===== src/design/dq_pkg.sv =====
`timescale 1ns / 1ps
// shared types and codes for the circular deque
// no dependencies

package dq_pkg;

  typedef enum logic [1:0] {
    MODE_PUSH_FRONT = 2'd0,
    MODE_PUSH_REAR  = 2'd1,
    MODE_POP_FRONT  = 2'd2,
    MODE_POP_REAR   = 2'd3
  } dq_mode_e;

  typedef enum logic [1:0] {
    ST_DONE      = 2'd0,
    ST_OVERFLOW  = 2'd1,
    ST_UNDERFLOW = 2'd2
  } dq_status_e;

  localparam int unsigned FieldBits = 32;

  // controller to datapath
  typedef struct packed {
    logic capture;
    logic exec;
  } dq_cmd_t;

  // datapath occupancy flags
  typedef struct packed {
    logic empty;
    logic full;
  } dq_flags_t;

endpackage


===== src/design/dq_req_if.sv =====
`timescale 1ns / 1ps
// request channel: operation and push word with valid/ready
// depends on dq_pkg

interface dq_req_if;
  import dq_pkg::*;

  logic                        valid;
  logic                        ready;
  dq_mode_e                    mode;
  logic signed [FieldBits-1:0] push_value;

  modport source (output valid, output mode, output push_value, input ready);
  modport sink   (input valid, input mode, input push_value, output ready);
endinterface


===== src/design/dq_rsp_if.sv =====
`timescale 1ns / 1ps
// response channel: status and popped word with valid/ready
// depends on dq_pkg

interface dq_rsp_if;
  import dq_pkg::*;

  logic                        valid;
  logic                        ready;
  dq_status_e                  status;
  logic signed [FieldBits-1:0] pop_value;

  modport source (output valid, output status, output pop_value, input ready);
  modport sink   (input valid, input status, input pop_value, output ready);
endinterface


===== src/design/dq_ctrl.sv =====
`timescale 1ns / 1ps
// sequencing of one item: accept, execute, hold the result
// depends on dq_pkg

module dq_ctrl (
  input  logic            clk_i,
  input  logic            rst_ni,
  input  logic            in_valid_i,
  output logic            in_ready_o,
  output logic            out_valid_o,
  input  logic            out_ready_i,
  output dq_pkg::dq_cmd_t cmd_o
);
  import dq_pkg::*;

  typedef enum logic [1:0] {
    S_IDLE,
    S_EXEC,
    S_RESP
  } state_e;

  state_e state_q;
  logic   in_ready_q;
  logic   out_valid_q;

  always_ff @(posedge clk_i or negedge rst_ni) begin
    if (!rst_ni) begin
      state_q     <= S_IDLE;
      in_ready_q  <= 1'b1;
      out_valid_q <= 1'b0;
    end else begin
      case (state_q)
        S_IDLE: begin
          if (in_valid_i) begin
            state_q    <= S_EXEC;
            in_ready_q <= 1'b0;
          end
        end
        S_EXEC: begin
          state_q     <= S_RESP;
          out_valid_q <= 1'b1;
        end
        S_RESP: begin
          if (out_ready_i) begin
            state_q     <= S_IDLE;
            out_valid_q <= 1'b0;
            in_ready_q  <= 1'b1;
          end
        end
        default: begin
          state_q     <= S_IDLE;
          in_ready_q  <= 1'b1;
          out_valid_q <= 1'b0;
        end
      endcase
    end
  end

  assign in_ready_o    = in_ready_q;
  assign out_valid_o   = out_valid_q;
  assign cmd_o.capture = in_valid_i & in_ready_q;
  assign cmd_o.exec    = (state_q == S_EXEC);

endmodule


===== src/design/dq_datapath.sv =====
`timescale 1ns / 1ps
// ring store, head and tail indices, result registers
// depends on dq_pkg

module dq_datapath #(
  parameter int unsigned DEPTH     = 16,
  parameter int unsigned WORD_BITS = 32
) (
  input  logic                                clk_i,
  input  logic                                rst_ni,
  input  dq_pkg::dq_cmd_t                     cmd_i,
  input  dq_pkg::dq_mode_e                    mode_i,
  input  logic signed [dq_pkg::FieldBits-1:0] push_value_i,
  output dq_pkg::dq_status_e                  status_o,
  output logic signed [dq_pkg::FieldBits-1:0] pop_value_o,
  output dq_pkg::dq_flags_t                   flags_o
);
  import dq_pkg::*;

  localparam int unsigned IdxW = (DEPTH > 1) ? $clog2(DEPTH) : 1;
  localparam logic [IdxW-1:0] LastIdx = IdxW'(DEPTH - 1);

  logic [WORD_BITS-1:0] mem [DEPTH];

  dq_mode_e             mode_q;
  logic [WORD_BITS-1:0] word_q;
  logic [IdxW-1:0]      head_q, head_d;
  logic [IdxW-1:0]      tail_q, tail_d;
  logic                 empty_q, empty_d;
  dq_status_e           status_q, status_d;
  logic                 pop_ok_q, pop_ok_d;
  logic [WORD_BITS-1:0] rdata_q;

  logic                 we, re;
  logic [IdxW-1:0]      waddr, raddr;
  logic                 full;
  logic                 is_push, is_front;

  function automatic logic [IdxW-1:0] step_fwd(input logic [IdxW-1:0] i);
    step_fwd = (i == LastIdx) ? '0 : i + 1'b1;
  endfunction

  function automatic logic [IdxW-1:0] step_back(input logic [IdxW-1:0] i);
    step_back = (i == '0) ? LastIdx : i - 1'b1;
  endfunction

  assign full     = !empty_q && (step_fwd(tail_q) == head_q);
  assign is_push  = (mode_q == MODE_PUSH_FRONT) || (mode_q == MODE_PUSH_REAR);
  assign is_front = (mode_q == MODE_PUSH_FRONT) || (mode_q == MODE_POP_FRONT);

  always_comb begin
    head_d   = head_q;
    tail_d   = tail_q;
    empty_d  = empty_q;
    status_d = ST_DONE;
    pop_ok_d = 1'b0;
    we       = 1'b0;
    re       = 1'b0;
    waddr    = '0;
    raddr    = is_front ? head_q : tail_q;
    if (is_push) begin
      if (full) begin
        status_d = ST_OVERFLOW;
      end else if (empty_q) begin
        head_d  = '0;
        tail_d  = '0;
        empty_d = 1'b0;
        we      = 1'b1;
      end else if (is_front) begin
        head_d = step_back(head_q);
        waddr  = head_d;
        we     = 1'b1;
      end else begin
        tail_d = step_fwd(tail_q);
        waddr  = tail_d;
        we     = 1'b1;
      end
    end else begin
      if (empty_q) begin
        status_d = ST_UNDERFLOW;
      end else begin
        re       = 1'b1;
        pop_ok_d = 1'b1;
        // last word leaves: back to the reset position
        if (head_q == tail_q) begin
          head_d  = '0;
          tail_d  = '0;
          empty_d = 1'b1;
        end else if (is_front) begin
          head_d = step_fwd(head_q);
        end else begin
          tail_d = step_back(tail_q);
        end
      end
    end
  end

  always_ff @(posedge clk_i or negedge rst_ni) begin
    if (!rst_ni) begin
      head_q  <= '0;
      tail_q  <= '0;
      empty_q <= 1'b1;
    end else if (cmd_i.exec) begin
      head_q  <= head_d;
      tail_q  <= tail_d;
      empty_q <= empty_d;
    end
  end

  always_ff @(posedge clk_i) begin
    if (cmd_i.capture) begin
      mode_q <= mode_i;
      word_q <= WORD_BITS'($unsigned(push_value_i));
    end
    if (cmd_i.exec) begin
      status_q <= status_d;
      pop_ok_q <= pop_ok_d;
    end
  end

  always_ff @(posedge clk_i) begin
    if (cmd_i.exec && we) begin
      mem[waddr] <= word_q;
    end
    if (cmd_i.exec && re) begin
      rdata_q <= mem[raddr];
    end
  end

  assign status_o      = status_q;
  assign pop_value_o   = pop_ok_q ? FieldBits'(rdata_q) : '0;
  assign flags_o.empty = empty_q;
  assign flags_o.full  = full;

endmodule


===== src/design/circular_deque.sv =====
`timescale 1ns / 1ps
// top level of the circular deque: controller and datapath
// depends on dq_pkg, dq_req_if, dq_rsp_if, dq_ctrl, dq_datapath

// Double-ended queue of DEPTH words of WORD_BITS bits held in a ring memory.
// Each request item pushes at the front or rear, or pops from the front or
// rear; exactly one response item follows, with status done, overflow (push
// to a full queue, nothing changes) or underflow (pop from an empty queue),
// and the popped word zero-extended or truncated to 32 bits (zero unless a
// pop succeeds). One item is in flight at a time: it is taken, executed
// against the memory in the next cycle, and its response is presented in
// the cycle after that and held until the response channel takes it; the
// read data are registered. The queue is empty after reset and needs no
// clearing pass.

module circular_deque #(
  parameter int unsigned DEPTH     = 16,
  parameter int unsigned WORD_BITS = 32
) (
  input  logic clk_i,
  input  logic rst_ni,
  dq_req_if.sink   req_i,
  dq_rsp_if.source rsp_o
);
  import dq_pkg::*;

  dq_cmd_t   cmd;
  dq_flags_t flags;

  dq_ctrl u_ctrl (
    .clk_i       (clk_i),
    .rst_ni      (rst_ni),
    .in_valid_i  (req_i.valid),
    .in_ready_o  (req_i.ready),
    .out_valid_o (rsp_o.valid),
    .out_ready_i (rsp_o.ready),
    .cmd_o       (cmd)
  );

  dq_datapath #(
    .DEPTH     (DEPTH),
    .WORD_BITS (WORD_BITS)
  ) u_datapath (
    .clk_i        (clk_i),
    .rst_ni       (rst_ni),
    .cmd_i        (cmd),
    .mode_i       (req_i.mode),
    .push_value_i (req_i.push_value),
    .status_o     (rsp_o.status),
    .pop_value_o  (rsp_o.pop_value),
    .flags_o      (flags)
  );

  // a pending response blocks new requests
  assert property (@(posedge clk_i) disable iff (!rst_ni)
    rsp_o.valid |-> !req_i.ready)
    else $error("request taken while a response is pending");

  // every accepted request yields a response
  assert property (@(posedge clk_i) disable iff (!rst_ni)
    (req_i.valid && req_i.ready) |-> ##2 rsp_o.valid)
    else $error("response missing after accepted request");

  // failed operations return a zero word
  assert property (@(posedge clk_i) disable iff (!rst_ni)
    (rsp_o.valid && rsp_o.status != ST_DONE) |-> (rsp_o.pop_value == '0))
    else $error("non-zero word on failed operation");

  assert property (@(posedge clk_i) disable iff (!rst_ni)
    !(flags.empty && flags.full))
    else $error("queue flagged empty and full at once");

endmodule

===== src/flat_wrapper.sv =====
// flat-port wrapper written by rule: the top's interface ports become plain ports
module circular_deque_flat import dq_pkg::*;
#(
  parameter int unsigned DEPTH     = 16,
  parameter int unsigned WORD_BITS = 32
)
  (clk_i, rst_ni, req_i_valid, req_i_mode, req_i_push_value, req_i_ready, rsp_o_valid, rsp_o_status, rsp_o_pop_value, rsp_o_ready);
  dq_req_if req_i_i ();
  dq_rsp_if rsp_o_i ();
  input  logic clk_i;
  input  logic rst_ni;
  input wire logic [$bits(req_i_i.valid)-1:0] req_i_valid;
  input wire logic [$bits(req_i_i.mode)-1:0] req_i_mode;
  input wire logic [$bits(req_i_i.push_value)-1:0] req_i_push_value;
  output wire logic [$bits(req_i_i.ready)-1:0] req_i_ready;
  output wire logic [$bits(rsp_o_i.valid)-1:0] rsp_o_valid;
  output wire logic [$bits(rsp_o_i.status)-1:0] rsp_o_status;
  output wire logic [$bits(rsp_o_i.pop_value)-1:0] rsp_o_pop_value;
  input wire logic [$bits(rsp_o_i.ready)-1:0] rsp_o_ready;
  assign req_i_i.valid = req_i_valid;
  assign req_i_i.mode = req_i_mode;
  assign req_i_i.push_value = req_i_push_value;
  assign req_i_ready = req_i_i.ready;
  assign rsp_o_valid = rsp_o_i.valid;
  assign rsp_o_status = rsp_o_i.status;
  assign rsp_o_pop_value = rsp_o_i.pop_value;
  assign rsp_o_i.ready = rsp_o_ready;
  circular_deque #(.DEPTH(DEPTH), .WORD_BITS(WORD_BITS)) u_core (.clk_i(clk_i), .rst_ni(rst_ni), .req_i(req_i_i), .rsp_o(rsp_o_i));
endmodule

===== config.mk =====
export PLATFORM = sky130hd
export DESIGN_NAME = circular_deque_flat
export DESIGN_NICKNAME = d
export VERILOG_FILES = /design/src/design/dq_pkg.sv /design/src/design/dq_req_if.sv /design/src/design/dq_rsp_if.sv /design/src/design/dq_ctrl.sv /design/src/design/dq_datapath.sv /design/src/design/circular_deque.sv /design/src/flat_wrapper.sv
export SDC_FILE = /design/constraint.sdc
export NUM_CORES = 1
export LEC_CHECK = 0
export BUFFER_PORTS_ARGS = -buffer_cell sky130_fd_sc_hd__buf_2
export CAP_MARGIN = 5
export CORE_MARGIN = 10
export CORE_UTILIZATION = 56
export CTS_CLUSTER_SIZE = 40
export DETAILED_ROUTE_END_ITERATION = 8
export GPL_ROUTABILITY_DRIVEN = 0
export GPL_TIMING_DRIVEN = 0
export PLACE_DENSITY = 0.73
export SLEW_MARGIN = 40
export SYNTH_ARGS = -nofsm -noshare
export SYNTH_HDL_FRONTEND = slang
export SYNTH_SLANG_ARGS = --single-unit

===== constraint.sdc =====
create_clock -name clk_i -period 7.25 [get_ports clk_i]
set_clock_uncertainty 0.05 [all_clocks]
set_input_delay 1.0875 -clock clk_i [delete_from_list [all_inputs] [get_ports clk_i]]
set_output_delay 1.0875 -clock clk_i [all_outputs]
set_load 0.03 [all_outputs]

After elaboration in Yosys (flattened, before gate mapping)
Memory sizes are Yosys's and may differ from the RTL's. A register that Yosys moved wholly into a read port is not among the register bits.
Index checks and enable logic that the tools add are counted.

operators by class
  add/sub/neg operators = 4
  eq/ne operators = 15
  muxes and demuxes = 45
  bitwise operators = 3
  reduce and logical (&&, ||, !) cells = 17

operator list
  kind                                                   count
  two-way mux 4 bit                                      23
  two-way mux 32 bit                                     1
  two-way mux 1 bit                                      14
  AND reduction 5 bit                                    2
  adder 4 x 1 -> 4 bit, second input constant            2
  == test 4 bit                                          2
  == test 4 bit, second input constant                   2
  logical NOT 4 bit                                      2
  two-way mux 2 bit                                      4
  subtractor 4 x 1 -> 4 bit, second input constant       2
  inequality test 2 bit, second input constant           3
  inequality test 3 x 2 -> 1 bit, second input constant  2
  one-hot mux 1 bit (3 select lines)                     2
  one-hot mux 2 bit (3 select lines)                     1
  AND reduction 2 bit                                    3
  == test 2 x 1 -> 1 bit, second input constant          2
  == test 2 bit, second input constant                   2
  logical NOT 2 bit                                      2
  logical AND 1 bit                                      3
  inequality test 3 bit, second input constant           1
  AND reduction 3 bit                                    1
  nonzero test 3 bit                                     1
  logical OR 1 bit                                       2
  inequality test 2 x 1 -> 1 bit, second input constant  1
  3 further kinds                                        4

storage, ports and cells
  register bits = 50
  memory bits (writable) = 512
  input bits = 38
  output and inout bits = 36
  word-level logic and storage cells = 95
  memories kept = 1

memories
  name                   words  width  rd ports  clocked after memory_dff  write ports  line               RTL
  u_core.u_datapath.mem  16     32     1         1                         1            dq_datapath.sv:23  logic [WORD_BITS-1:0] mem [DEPTH];

Logic depth before layout (Yosys ltp)
  depth after elaboration = 9
  gate-level depth with buffers = 9

Modules after synthesis
Synthesis repeated with hierarchy kept, for this count alone.

second synthesis, totals
  cells, all modules = 1067
  area total of the unflattened synthesis = 22781.8 um2

by module, submodules not included
  module       times used  cells each  area an instance (um2)  sequential area each (um2)
  dq_datapath  1           1052        22617.9                 17673.2
  dq_ctrl      1           15          163.9                   101.3

Worst setup path before layout
No wires, ideal clock.

  path kind = register to register
  start point = reg u_core.u_datapath.head_q[1]
  end point = mem u_core.u_datapath.mem[0][0] (enable)
  library setup time = 461 ps
  data arrival time = 3863 ps
  slack = 2876 ps
  stages on the path, launching flop included = 10
  buffers on the path = 1
  cell sequence = dfrtp_1 > clkbuf_1 > inv_1 > ha_1 > o21ba_2 > o31ai_1 > mux2i_1 > o211a_1 > a31oi_1 > nor3_1

between the ends
  cells in the longest elaborated chain, start to end = 7
  elaborated cells between the ends (all ways) = 14
  classes of those cells = 1 x add/sub; 1 x eq/ne; 9 x mux; 3 x reduce/logical

ends and longest elaborated chain
  what                                                                               line                RTL
  from (decl)                                                                        dq_datapath.sv:27   logic [IdxW-1:0] head_q, head_d;
  from (signal assigned)                                                             dq_datapath.sv:100  head_q <= '0;
  from (signal assigned)                                                             dq_datapath.sv:104  head_q <= head_d;
  parallel branches: the longest is 7 deep, another holds subtractor 4 x 1 -> 4 bit  n/a
  to (decl)                                                                          dq_datapath.sv:23

Parallel ways; which one is timed is not known.

Worst setup path after layout
  start point = reg u_core.u_datapath.tail_q[1]
  end point = mem u_core.u_datapath.mem[5][16] (enable)

between the ends
  cells in the longest elaborated chain, start to end = 9
  elaborated cells between the ends (all ways) = 14
  classes of those cells = 1 x add/sub; 2 x eq/ne; 9 x mux; 2 x reduce/logical

ends and longest elaborated chain
  what                                                          line                RTL
  from (decl)                                                   dq_datapath.sv:28   logic [IdxW-1:0] tail_q, tail_d;
  from (signal assigned)                                        dq_datapath.sv:105  tail_q <= tail_d;
  adder 4 x 1 -> 4 bit / == test 4 bit (equally long branches)  dq_datapath.sv:40   step_fwd = (i == LastIdx) ? '0 : i + 1'b1;
  two-way mux 4 bit (*)                                         dq_datapath.sv:40
  == test 4 bit                                                 dq_datapath.sv:47   assign full = !empty_q && (step_fwd(tail_q) == head_q);
  logical AND 1 bit                                             dq_datapath.sv:47
  two-way mux 1 bit                                             dq_datapath.sv:62   if (full) begin
  two-way mux 1 bit                                             dq_datapath.sv:61   if (is_push) begin
  logical AND 1 bit                                             dq_datapath.sv:122  if (cmd_i.exec && we) begin
  two-way mux 1 bit                                             dq_datapath.sv:122
  two-way mux 1 bit (not written as such)                       dq_datapath.sv:123  mem[waddr] <= word_q;

Every way passes the cells marked *; elsewhere a longest branch is shown, timed or not.

==> impl_metrics.ini <==
[run_status]
status = finished clean

[detailed_routing]
wire_per_inst_um = 26.5
viasPerCell = 6.11
routed_wl_um = 49600
num_vias = 11400
drt_first_pass_iters = 5
ant_nets = 0
route.detailed.drc = 0
drtIter0Drc = 1170

[setup_path]
max_stage_delay_ps = 490
r2r-start = u_core.u_datapath.tail_q[1]$_DFFE_PN0P_
critPathMaxFanout = 10
crit_path_start_kind = flop
cpMaxStageDelayCell = dfrtp_1
reg2reg_slack_ps = 3590
required_ps = 7510
critPathArrivalTime_ps = 3930
worst_setup_path_end_kind = flop
cp_cell_sequence = ha_1, xor2_1, nor2_1, o21ai_1, or2_2, nand4_1, nor2_4, buf_6, buf_8, buf_8
setup.worst_path.class = reg -> reg
startpoint = u_core.u_datapath.tail_q[1]$_DFFE_PN0P_
crit_buf_inv = 3
critPathTopFamily = simple AND/OR/NAND/NOR gates
path_common_cell = buf_8

[global_route]
first_global_vias = 12000
grt_max_degree = 23
grt_first_pass_wirelength_um = 74700
grt-ovfl-total = 0
antenna_found_initial = 0
gr-usage-all-layers = 0.200

[synth]
yosys_most_used_dff = edfxtp_1
async_flop_share = 0.0219
yosysTopAreaCell = edfxtp_1
ys_ff_latch = 594
synthCells = 1125
synthTopCellsByArea = edfxtp_1 (76%), mux4_2 (13%), and2_1 (1.9%)
syn_area_per_cell_sq_um = 20.5
syn_nets = 1167
synth_edf_count = 581
yosysSeqAreaShare = 0.771
ys_warn_count = 0
synth_cell_type_count = 54
synth_top_area_frac = 0.757
syn_area_sq_mm = 0.0230

[placement]
io_buffers = 73
placed_cell_area_sq_mm = 0.0249
pre_cts_ws_ps = 3680
dp_hpwl_um = 32300

[cts]
clk_latency_ps = 610
path_clk_slew_ps = 60
cts_made_buffers = 58
hold_buffers = 0
cts-resized-gates = 0
tritoncts_num_sinks = 594
cts_tree = yes
htreeDepth = 2
cts_setup_buffers = 0
cts_buffer_depth = 3
cts_root_buffer = clkbuf_16

[layout]
drive_gt1_frac = 0.286
fillers = 2618
diodes = 0
fin_util = 0.657
design_area_sq_mm = 0.0268
fin_nets = 1340
syn_to_final_growth_pct = 16.2

[sta]
setup_viol = 0
slew_headroom = 0.409
worst_slew_pin_slew_ps = 870
fmax_mhz = 273
layout_setup_ws_ps = 3590
rsz0062_at_grt = no
hold_viol_final = 0
post-route-period-util = 0.505
final-max-slew-violation-count = 0
finalCriticalPeriod_ps = 3660
setup_tns_ps = 0
holdWs_ps = 323

[floorplanning]
placement_rows = 74
start_util = 0.566
io_pins = 74
die_h_um = 223
core_area_sq_mm = 0.0407
die-area_sq_mm = 0.0497
chipWidth_um = 223

[run]
drv_cap = 0

[pwr]
power_density_mw_per_mm2 = 380
leakage_nw = 8.75
ir_drop_mv = 0.217

[worst_hold_path]
min_path_type = in -> async
[state kept, by name, indices dropped and copies added, names as in the netlist, 2 cells and up]
register,cells
u_core.u_datapath.word_q,32
u_core.u_datapath.mem,512
u_core.u_datapath.head_q,4
u_core.u_datapath.rdata_q,32
u_core.u_datapath.status_o,2
u_core.u_datapath.mode_q,2
u_core.u_datapath.tail_q,4
u_core.u_ctrl.state_q,2
[power breakdown]
group / internal (W) / switching, W / total (W) / leakage (nW)
logic: 0.00124 / 0.00170 / 0.00294 / 2.47
registers: 0.00412 / 0.000159 / 0.00428 / 5.39
clock network: 0.00171 / 0.00124 / 0.00294 / 0.888
[Yosys cell counts (2+ instances only)]
| cell | number |
|---|---|
| dfstp_2 | 2 |
| mux2i_1 | 6 |
| dfrtp_1 | 11 |
| clkbuf_1 | 25 |
| o21ai_1 | 3 |
| o21ai_0 | 7 |
| nand2_1 | 74 |
| buf_4 | 4 |
| mux2_1 | 4 |
| xor2_1 | 2 |
| and2_1 | 70 |
| nor2b_1 | 3 |
| buf_6 | 11 |
| ha_1 | 4 |
| o31ai_1 | 3 |
| nor3b_1 | 2 |
| edfxtp_1 | 581 |
| nand2b_1 | 3 |
| nor3_1 | 3 |
| mux4_2 | 128 |
| a21oi_1 | 9 |
| xnor2_1 | 5 |
| a211oi_1 | 33 |
| nor2_1 | 31 |
| nand3_1 | 5 |
| or2_2 | 2 |
| o22a_1 | 4 |
| buf_2 | 13 |
| buf_1 | 6 |
| inv_1 | 11 |
| a31oi_1 | 37 |
[worst paths after layout]
check | to | depth (start not counted)
min in group clk_i | u_core.u_ctrl.state_q[0]$_DFFE_PN0P_ | 1
min reg2reg | u_core.u_ctrl.state_q[0]$_DFFE_PN0P_ | 1
max | u_core.u_datapath.mem[5][16]$_DFFE_PP_ | 10
min | u_core.u_ctrl.state_q[1]$_DFFE_PN0P_ | 1
max reg2reg | u_core.u_datapath.mem[5][16]$_DFFE_PP_ | 10
max in group asynchronous | u_core.u_ctrl.in_ready_o$_DFFE_PN1P_ | 1
[cell type report]
type | count | area (sq um) | area share
multi-input combinational | 461 | 5040 | 0.188
buffer | 59 | 337 | 0.0126
timing repair buffer | 113 | 1080 | 0.0403
inverter | 11 | 41.3 | 0.00154
sequential | 594 | 17800 | 0.664
tap | 532 | 666 | 0.0249
clock inverter | 26 | 295 | 0.0110
clock buffer | 77 | 1540 | 0.0577
[through the flow]
stage               cells  power [W]
floorplan            1125    0.00635
global placement     1730    0.00712
detailed placement   1769    0.00728
CTS                  1872     0.0102
global route         1873     0.0106
finish               1873     0.0102
[worst reg2reg max path, delay by kind of cell, from the launching register on]
| family | cells | cell delay (ps) |
|---|---|---|
| simple gates | 4 | 1190 |
| flops | 1 | 490 |
| compound gates | 1 | 390 |
| fa+ha+maj | 1 | 380 |
| buf+inv | 3 | 580 |
| xor+xnor | 1 | 280 |
[cell usage in the layout, fill, tap and decap left out, types with 6 or more instances in the layout]
master     netlist  layout
nor2_4           0      14
buf_8            0      17
buf_16           0      14
clkbuf_16        0      59
buf_4            4       7
and2_1          70      68
inv_1           11      11
nand2_1         74      74
clkinv_1         0       6
edfxtp_1       581     581
clkbuf_1        25      43
buf_2           13      89
mux4_2         128     128
a21oi_1          9       8
nor2_1          31      17
o21ai_0          7       7
dfrtp_1         11      11
bufinv_16        0       6
a31oi_1         37      35
buf_6           11      12
clkinv_2         0       7
a211oi_1        33      33
[routing by layer]
layer	track usage	vias to the layer above	wire length (um)
li1	-	4927	-
met1	0.266	5958	20000
met3	0.0307	99	3250
met2	0.326	451	24700
met4	0.0841	0	1680
met5	0	-	0
[logic make-up after synthesis]
kind of cell	count (synthesis)	synth area share
buf+inv	70	0.0163
simple gates	198	0.0423
flops	594	0.771
compound gates	112	0.0344
xor+xnor	8	0.00337
mux	139	0.130
fa+ha+maj	4	0.00217
Power figures use the tool's default switching activity.
